--- src/sv/assert_macros.svh ---
// ---------------------------------------------------------------------------
// Assertion macros
// Concurrent assertion wrappers used by the taper weighting top level.
// ---------------------------------------------------------------------------
`ifndef ASSERT_MACROS_SVH
`define ASSERT_MACROS_SVH
`ifndef ASSERT_OFF
`define BTDW_ASSERT(lbl, clk, rst_n, prop, msg) \
    lbl: assert property (@(posedge clk) disable iff (!(rst_n)) (prop)) else $error(msg);
`define BTDW_ASSERT_NR(lbl, clk, prop, msg) \
    lbl: assert property (@(posedge clk) (prop)) else $error(msg);
`else
`define BTDW_ASSERT(lbl, clk, rst_n, prop, msg)
`define BTDW_ASSERT_NR(lbl, clk, prop, msg)
`endif
`endif

--- src/sv/btdw_pkg.sv ---
// ---------------------------------------------------------------------------
// Taper weighting package
// Widths, fixed-point constants and series tables of the taper datapath.
// ---------------------------------------------------------------------------
package btdw_pkg;

    localparam int unsigned DEG_W            = 12;
    localparam int unsigned COEF_W           = 32;
    localparam int unsigned WEIGHT_FRAC_BITS = 17;
    localparam int unsigned WGT_W            = WEIGHT_FRAC_BITS + 1;

    localparam logic [DEG_W-1:0] MAX_DEGREE  = 12'd4095;
    localparam logic [DEG_W-1:0] START_RESET = 12'd0;
    localparam logic [DEG_W-1:0] STOP_RESET  = 12'd4095;

    // configuration register indexes
    localparam logic CFG_START = 1'b0;
    localparam logic CFG_STOP  = 1'b1;

    // phase divider
    localparam int unsigned PH_W    = 32;
    localparam int unsigned QUO_W   = PH_W + 1;
    localparam int unsigned DIV_BPS = 4;
    localparam int unsigned DIV_STAGES = (QUO_W + DIV_BPS - 1) / DIV_BPS;
    localparam int unsigned DIV_LAT = DIV_STAGES + 1;

    // cosine series, Q30
    localparam int unsigned TAYLOR_TERMS = 12;
    localparam int unsigned ANG_W   = 31;
    localparam int unsigned SQ_W    = 32;
    localparam int unsigned PROD_W  = ANG_W + SQ_W;
    localparam int unsigned Q_SH    = 30;
    localparam int unsigned X_W     = PROD_W - Q_SH;
    localparam int unsigned DVS_W   = 10;
    localparam int unsigned RECIP_SH = X_W;
    localparam int unsigned RECIP_W = RECIP_SH;
    localparam int unsigned COS_W   = 34;
    localparam int unsigned COS_LAT = 2 + 3 * TAYLOR_TERMS + 1;

    localparam logic [ANG_W-1:0] Q30_ONE     = 31'd1073741824;
    localparam logic [ANG_W-1:0] HALF_PI_Q30 = 31'd1686629713;

    localparam logic signed [63:0] C042_Q62 = 64'sd1936908127739502920;
    localparam logic signed [31:0] C008_Q32 = 32'sd343597384;

    localparam logic [DVS_W-1:0] DIV_EVEN [TAYLOR_TERMS] = '{
        10'd2,   10'd12,  10'd30,  10'd56,  10'd90,  10'd132,
        10'd182, 10'd240, 10'd306, 10'd380, 10'd462, 10'd552
    };
    localparam logic [DVS_W-1:0] DIV_ODD [TAYLOR_TERMS] = '{
        10'd6,   10'd20,  10'd42,  10'd72,  10'd110, 10'd156,
        10'd210, 10'd272, 10'd342, 10'd420, 10'd506, 10'd600
    };

endpackage

--- src/sv/btdw_phase_div.sv ---
// ---------------------------------------------------------------------------
// Phase divider
// Pipelined restoring division giving the band phase round(k*2^32/(2d)).
// ---------------------------------------------------------------------------
module btdw_phase_div (
    input  logic                             i_clk,
    input  logic                             i_en,
    input  logic [btdw_pkg::DEG_W-1:0]       i_k,
    input  logic [btdw_pkg::DEG_W-1:0]       i_d,
    output logic [btdw_pkg::PH_W-1:0]        o_phase
);

    localparam int unsigned NS  = btdw_pkg::DIV_STAGES;
    localparam int unsigned BPS = btdw_pkg::DIV_BPS;
    localparam int unsigned DW  = btdw_pkg::DEG_W;
    localparam int unsigned QW  = btdw_pkg::QUO_W;

    logic [DW-1:0] r_rem [NS];
    logic [DW-1:0] r_d   [NS];
    logic [QW-1:0] r_quo [NS];
    logic [btdw_pkg::PH_W-1:0] r_ph;

    for (genvar s = 0; s < NS; s++) begin : g_st
        localparam int unsigned BASE = s * BPS;
        logic [DW-1:0] w_rem_in;
        logic [DW-1:0] w_d_in;
        logic [QW-1:0] w_quo_in;
        logic [DW-1:0] n_rem;
        logic [QW-1:0] n_quo;

        if (s == 0) begin : g_first
            assign w_rem_in = i_k;
            assign w_d_in   = i_d;
            assign w_quo_in = '0;
        end else begin : g_next
            assign w_rem_in = r_rem[s-1];
            assign w_d_in   = r_d[s-1];
            assign w_quo_in = r_quo[s-1];
        end

        always_comb begin
            logic [DW:0] v;
            v     = '0;
            n_rem = w_rem_in;
            n_quo = w_quo_in;
            for (int j = 0; j < BPS; j++) begin
                if (BASE + j < QW) begin
                    if (BASE + j == 0) begin
                        v = {1'b0, n_rem};
                    end else begin
                        v = {n_rem, 1'b0};
                    end
                    if (v >= {1'b0, w_d_in}) begin
                        n_rem = DW'(v - {1'b0, w_d_in});
                        n_quo = {n_quo[QW-2:0], 1'b1};
                    end else begin
                        n_rem = v[DW-1:0];
                        n_quo = {n_quo[QW-2:0], 1'b0};
                    end
                end
            end
        end

        always_ff @(posedge i_clk) begin
            if (i_en) begin
                r_rem[s] <= n_rem;
                r_d[s]   <= w_d_in;
                r_quo[s] <= n_quo;
            end
        end
    end

    logic [QW:0] w_rnd;
    assign w_rnd = {1'b0, r_quo[NS-1]} + {{QW{1'b0}}, 1'b1};

    always_ff @(posedge i_clk) begin
        if (i_en) begin
            r_ph <= w_rnd[btdw_pkg::PH_W:1];
        end
    end

    assign o_phase = r_ph;

endmodule

--- config.mk ---
export PLATFORM = sky130hd
export DESIGN_NAME = btdw_phase_div
export DESIGN_NICKNAME = d
export VERILOG_FILES = /design/src/sv/assert_macros.svh /design/src/sv/btdw_pkg.sv /design/src/sv/btdw_phase_div.sv
export SDC_FILE = /design/constraint.sdc
export NUM_CORES = 1
export LEC_CHECK = 0
export BUFFER_PORTS_ARGS = -buffer_cell sky130_fd_sc_hd__buf_4
export CAP_MARGIN = 15
export CORE_MARGIN = 8
export CORE_UTILIZATION = 55
export DETAILED_ROUTE_END_ITERATION = 16
export GPL_ROUTABILITY_DRIVEN = 1
export PLACE_DENSITY = 0.75
export SLEW_MARGIN = 20
export SYNTH_ARGS = -nofsm -noshare
export SYNTH_HDL_FRONTEND = slang
export SYNTH_SLANG_ARGS = --single-unit
--- constraint.sdc ---
create_clock -name i_clk -period 24 [get_ports i_clk]
set_input_delay 6 -clock i_clk [delete_from_list [all_inputs] [get_ports i_clk]]
set_output_delay 6 -clock i_clk [all_outputs]
set_load 0.02 [all_outputs]
==> impl_metrics.csv, run 1 <==
group,metric,value,unit
critical_path,crit_family,"compound AO/OA/AOI/OAI gates",
timing,drv_slew,0,
timing,hold_violations,0,
worst_hold_path,holdCritPathClass,"flop to flop",
grt,grt_pass1_vias,24400,
synthesis,syn_area_per_cell,10.1,um2
layout,syn2layout_area_growth,8.04,%
routing,wirelength,77.9,mm
routing,drtAntennaViolNets,0,
timing,fin_crit_sh,66.8,%
worst_hold_path,hold_path_end,"r_quo[0][114]",
critical_path,start_kind,"primary input",
die,die_h,264,um
clock_tree,clk_path_buf_depth,3,
critical_path,crit_slowest_cell,"nor2_1",
timing,max_slew_margin,26.1,%
clock_tree,h-tree-depth,2,
synthesis,synth_nets,3763,
flow_run,drv_cap,0,
critical_path,reg2reg_to,"r_rem[0][37]",
timing,finalWorstSetupSlack,7.96,ns
synthesis,synth-seq-cells,401,
synthesis,ys_types,92,
die,die_x,264,um
critical_path,required,24.32,ns
synthesis,ys_async_sr_fraction,0,%
placed_design,gp_congestion,0.920,
routing,drt_iter0_drc,1837,
routing,post_drt_wl_per_cell,18.4,um
critical_path,crit_type,"primary input to flop",
critical_path,cp.arrival,16.36,ns
layout,nFillCells,4992,
die,ios,58,
grt,grt_max_degree,92,
critical_path,r2r_slack,12.84,ns
layout,insertedDiodeCount,0,
clock_tree,holdBufCountCts,0,
die,fp-row-count,90,
grt,grt_usage,21.6,%
critical_path,reg2reg_depth,36,
timing,tns,0,ns
critical_path,r2r_start,"r_d[0][25]",
clock_tree,cts.repair.resized,0,
critical_path,crit_fanout,19,
synthesis,synth_edf_count,401,
timing,rsz0062_at_grt,"no",
grt,antenna_found_initial,1,
clock_tree,cts-root-buf,"clkbuf_16",
synthesis,synth_area,33700,um2
layout,multiInputGateArea,20600,um2
layout,final_cell_mix,"edfxtp_1, ha_1, a21oi_1",
critical_path,crit_buf_inv,3,
clock_tree,cts.sinks,401,
clock_tree,clk_pin_slew,0.06,ns
routing,firstDrtPassIters,6,
layout,fin_area,36400,um2
layout,layout_commonest_cell,"edfxtp_1",
clock_tree,cts_tree,"done",
placed_design,placed_area,35000,um2
grt,overflow,0,
die,die_area,69500,um2
routing,viasPerCell,6.06,
layout,drive_gt1_share,12.7,%
die,start_util,55.8,%
critical_path,worst_setup_path_end_kind,"flop",
synthesis,seq_area_frac_synth,35.7,%
clock_tree,clock_latency,0.57,ns
worst_hold_path,hp-start,"r_quo[0][77]",
layout,nets,3818,
die,core,60500,um2
placed_design,hpwl,59.9,mm
placed_design,portBuffers,57,
timing,layout_min_cycle_time,16.04,ns
clock_tree,postCtsSetupRepairBufs,0,
timing,finalClockSkew,0.0164,ns
timing,tightest_slew,1.09,ns
timing,fmax,62.3,MHz
synthesis,synthFlopType,"edfxtp_1",
layout,register_area,12000,um2
clock_tree,cts_buffers,43,
timing,finalSetupViolCount,0,
critical_path,critPathMaxStageDelay,0.78,ns
run_status,outcome,"finished clean",
placed_design,preCtsSetupSlack,7.67,ns
routing,drc_errors,0,
synthesis,synthCells,3355,
routing,dr_total_vias,25600,
grt,grt_pass1_wl,125,mm
worst_hold_path,worstHoldPathCells,0,
synthesis,yosys_warnings,0,
state kept, by name (all words and copies together) (netlist names):
| name | cells |
|---|---|
| r_quo | 177 |
| o_phase | 32 |
| r_d | 96 |
| r_rem | 96 |
per-stage QoR:
stage | std cells | hold WS [ns] | util, %
6_report | 4224 | 0.412 | 60.3
3_5_place_dp | 4146 | 0.405 | 57.8
5_1_grt | 4224 | 0.420 | 60.3
3_3_place_gp | 4146 | 0.400 | 57.8
2_1_floorplan | 3355 | 0.400 | -
4_1_cts | 4223 | 0.414 | 60.2
cell type report:
type | count | area share (%)
Timing Repair Buffer | 70 | 1.52
Tap cell | 782 | 2.69
Multi-Input combinational cell | 2685 | 56.7
Inverter | 209 | 2.15
Clock inverter | 27 | 0.917
Clock buffer | 50 | 3.03
Sequential cell | 401 | 33.0
cell usage after synthesis (40+ instances only):
| master | number | area (um2) |
|---|---|---|
| edfxtp_1 | 401 | 12000 |
| ha_1 | 373 | 4670 |
| a21oi_1 | 261 | 1310 |
| nor2_1 | 231 | 867 |
| mux2_2 | 215 | 2420 |
| inv_1 | 201 | 754 |
| xnor2_1 | 187 | 1640 |
| nand2_1 | 158 | 593 |
| o21ai_0 | 130 | 651 |
| a21o_1 | 123 | 923 |
| xor2_1 | 100 | 876 |
| nand3_1 | 93 | 465 |
| nor3_1 | 82 | 410 |
| o21a_1 | 68 | 510 |
| nor2b_1 | 60 | 375 |
| nand4_1 | 51 | 319 |
| nand2b_1 | 40 | 250 |
routing by layer:
layer	track usage [%]	vias up	part of all wire (%)
met5	0	-	0
met4	7.58	0	3.4
met3	3.41	149	5.6
met2	35.8	647	46
met1	28.5	12000	45
li1	-	12800	-
cells by family after synthesis:
| kind of cell | share of synthesized area (%) |
|---|---|
| buf+inv | 3.16 |
| flops | 35.7 |
| fa+ha+maj | 14.4 |
| compound gates | 17.7 |
| xor+xnor | 7.45 |
| simple gates | 13.0 |
| mux | 8.62 |
worst max-delay path by stage:
| stage | endpoint | from | slack, ns | cells after the start |
|---|---|---|---|---|
| finish | r_rem[0][8] | i_d[0] | 7.96 | 38 |
| global route | r_rem[0][8] | i_d[0] | 7.32 | 38 |
| CTS | r_rem[0][8] | i_d[0] | 8.21 | 38 |
| detailed placement | r_rem[0][8] | i_d[0] | 7.67 | 38 |
| global placement | r_rem[0][11] | i_d[0] | 7.83 | 38 |
| floorplan | r_rem[0][10] | i_k[0] | 9.41 | 39 |
Power of run 1 is left out: the tool's default activity adds up to more than one toggle a clock period on the data nets, which glitch-free logic cannot reach.
==> run 2, diff against run 1 <==
ABC_AREA = 1   (was not set)
clock period = 15.7 ns   (was 24 ns; I/O delays follow)
==> impl_metrics.csv, run 2 <==
group,metric,value,unit
timing,fin_crit_sh,73.1,%
timing,max_slew_margin,28.8,%
synthesis,synth_edf_count,401,
grt,grt_pass1_vias,29000,
synthesis,yosys_warnings,0,
clock_tree,postCtsSetupRepairBufs,0,
layout,largest_reg_flops,177,
timing,layout_min_cycle_time,11.48,ns
timing,finalWorstSetupSlack,4.22,ns
die,die_x,271,um
critical_path,worst_setup_path_end_kind,"flop",
critical_path,reg2reg_depth,38,
routing,drtAntennaViolNets,0,
critical_path,critPathLaunch,"i_d[10]",
die,ios,58,
placed_design,portBuffers,57,
layout,syn2layout_area_growth,7.85,%
synthesis,synth_most_common_cell,"nand2_1",
synthesis,synth_top_cell_area_share,33.7,%
clock_tree,cts_buffers,45,
clock_tree,holdBufCountCts,0,
synthesis,synthCells,4545,
clock_tree,clk_path_buf_depth,3,
clock_tree,cts-root-buf,"clkbuf_16",
layout,drive_gt1_share,7.66,%
critical_path,crit_type,"primary input to flop",
critical_path,crit_end,"r_rem[0][0]",
critical_path,critPathMaxStageDelay,0.48,ns
clock_tree,clk_pin_slew,0.06,ns
die,die_h,271,um
layout,nFillCells,5750,
layout,finish.utilization,59.9,%
die,fp-row-count,93,
timing,finalSetupViolCount,0,
clock_tree,h-tree-depth,2,
flow_run,drv_cap,0,
clock_tree,clock_latency,0.59,ns
layout,nets,5006,
timing,rsz0062_at_grt,"no",
synthesis,yosys.area.top_type,"edfxtp_1",
run_status,outcome,"finished clean",
worst_hold_path,holdCritPathClass,"flop to flop",
critical_path,cp_common_cell,"nand2_1",
critical_path,start_kind,"primary input",
synthesis,synthFlopType,"edfxtp_1",
grt,antenna_found_initial,3,
layout,register_area,12000,um2
synthesis,syn_area_per_cell,7.86,um2
synthesis,ys_async_sr_fraction,0,%
die,start_util,55.5,%
routing,dr_total_vias,30600,
critical_path,required,16.05,ns
timing,drv_slew,0,
routing,drt_iter0_drc,2540,
synthesis,synth_area,35700,um2
grt,grt_pass1_wl,148,mm
synthesis,synth_nets,4953,
timing,finalClockSkew,0.0247,ns
placed_design,hpwl,72.3,mm
critical_path,reg2reg_to,"r_rem[0][12]",
placed_design,preCtsSetupSlack,3.78,ns
critical_path,cp.depth,37,
critical_path,crit_fanout,19,
synthesis,synth_area_leaders,"edfxtp_1, nand2_1, ha_1, inv_1, xor2_1",
routing,post_drt_wl_per_cell,16.7,um
grt,grt_usage,24.3,%
critical_path,crit_family,"simple AND/OR/NAND/NOR gates",
timing,tns,0,ns
critical_path,r2r_start,"r_d[0][10]",
critical_path,crit_slowest_cell,"nand4_1",
clock_tree,cts_tree,"done",
synthesis,synthTopCellsByCount,"nand2_1, inv_1, edfxtp_1",
routing,viasPerCell,5.57,
routing,firstDrtPassIters,7,
layout,insertedDiodeCount,0,
clock_tree,cts.sinks,401,
layout,multiInputGateArea,20900,um2
layout,largest_register,"r_quo",
synthesis,synth-seq-cells,401,
die,die_area,73300,um2
routing,drc_errors,0,
clock_tree,cts.repair.resized,0,
critical_path,cp.arrival,11.82,ns
die,core,64300,um2
critical_path,r2r_slack,7.20,ns
timing,tightest_slew,1.07,ns
layout,reg_top3,"r_quo x177, r_d x96, r_rem x96",
placed_design,gp_congestion,0.945,
critical_path,crit_buf_inv,5,
layout,layout_commonest_cell,"nand2_1",
grt,grt_max_degree,93,
routing,wirelength,91.9,mm
timing,fmax,87.1,MHz
layout,final_cell_mix,"nand2_1, inv_1, edfxtp_1",
grt,overflow,0,
timing,hold_violations,0,
synthesis,ys_types,59,
synthesis,seq_area_frac_synth,33.7,%
-- run 2: cell count changes after synthesis, moves of 35 or more --
cell	before	now
nand4_1	51	91
nor2b_1	60	0
o21ai_0	130	188
o21a_1	68	9
nand2b_1	40	0
inv_1	201	577
nand2_1	158	1284
mux2_2	215	0
xnor2_1	187	123
a21o_1	123	12
nand3_1	93	243
nor3_1	82	47
xor2_1	100	215
-- run 2: cell families (layout without fill, tap and decap cells) --
group / count (synthesis) / after routing / synth area share, %
buf+inv: 671 / 759 / 7.68
compound gates: 673 / 673 / 10.9
xor+xnor: 338 / 338 / 8.29
simple gates: 2080 / 2080 / 25.8
fa+ha+maj: 382 / 382 / 13.6
flops: 401 / 401 / 33.7
-- run 2: final cells by class --
cell class / count / area share, %
Clock buffer: 48 / 2.95
Clock inverter: 34 / 1.34
Inverter: 610 / 6.01
Multi-Input combinational cell: 3473 / 54.3
Sequential cell: 401 / 31.3
Tap cell: 855 / 2.78
Timing Repair Buffer: 67 / 1.33
-- run 2: worst min-delay path by stage --
stage	from	end	depth (start not counted)
after floorplan	r_quo[0][66]	r_quo[0][103]	0
after global placement	r_quo[0][215]	r_quo[0][252]	0
after detailed placement	r_quo[0][72]	r_quo[0][109]	0
after CTS	r_quo[0][234]	r_quo[0][268]	0
after global routing	r_quo[0][234]	r_quo[0][268]	0
final	r_quo[0][234]	r_quo[0][268]	0
-- run 2: per-stage QoR --
step / instance area [um2] / hold slack, ns / instances
2_1_floorplan: 35700 / 0.400 / 4545
6_report: 38500 / 0.408 / 5488
3_3_place_gp: 36900 / 0.400 / 5406
4_1_cts: 38500 / 0.399 / 5488
3_5_place_dp: 36900 / 0.405 / 5406
5_1_grt: 38500 / 0.404 / 5488
-- run 2: worst reg2reg max path, delay by kind of cell, from the launching register on --
| kind | cells | cell delay (ns) |
|---|---|---|
| buffers and inverters | 3 | 0.76 |
| and+or+nand+nor | 14 | 2.36 |
| adders and majority gates | 4 | 1.35 |
| DFF | 1 | 0.49 |
| AOI/OAI and AO/OA | 17 | 3.26 |
-- run 2: layer usage --
layer	wire length, um	global-route usage [%]	vias up	share of wire [%]
li1	-	-	15400	-
met1	40700	32.5	14100	44
met2	42700	40.8	880	46
met3	5270	2.60	197	5.7
met4	3150	8.40	2	3.4
met5	13	0	-	0.014
Power of run 2 is left out for the same reason.
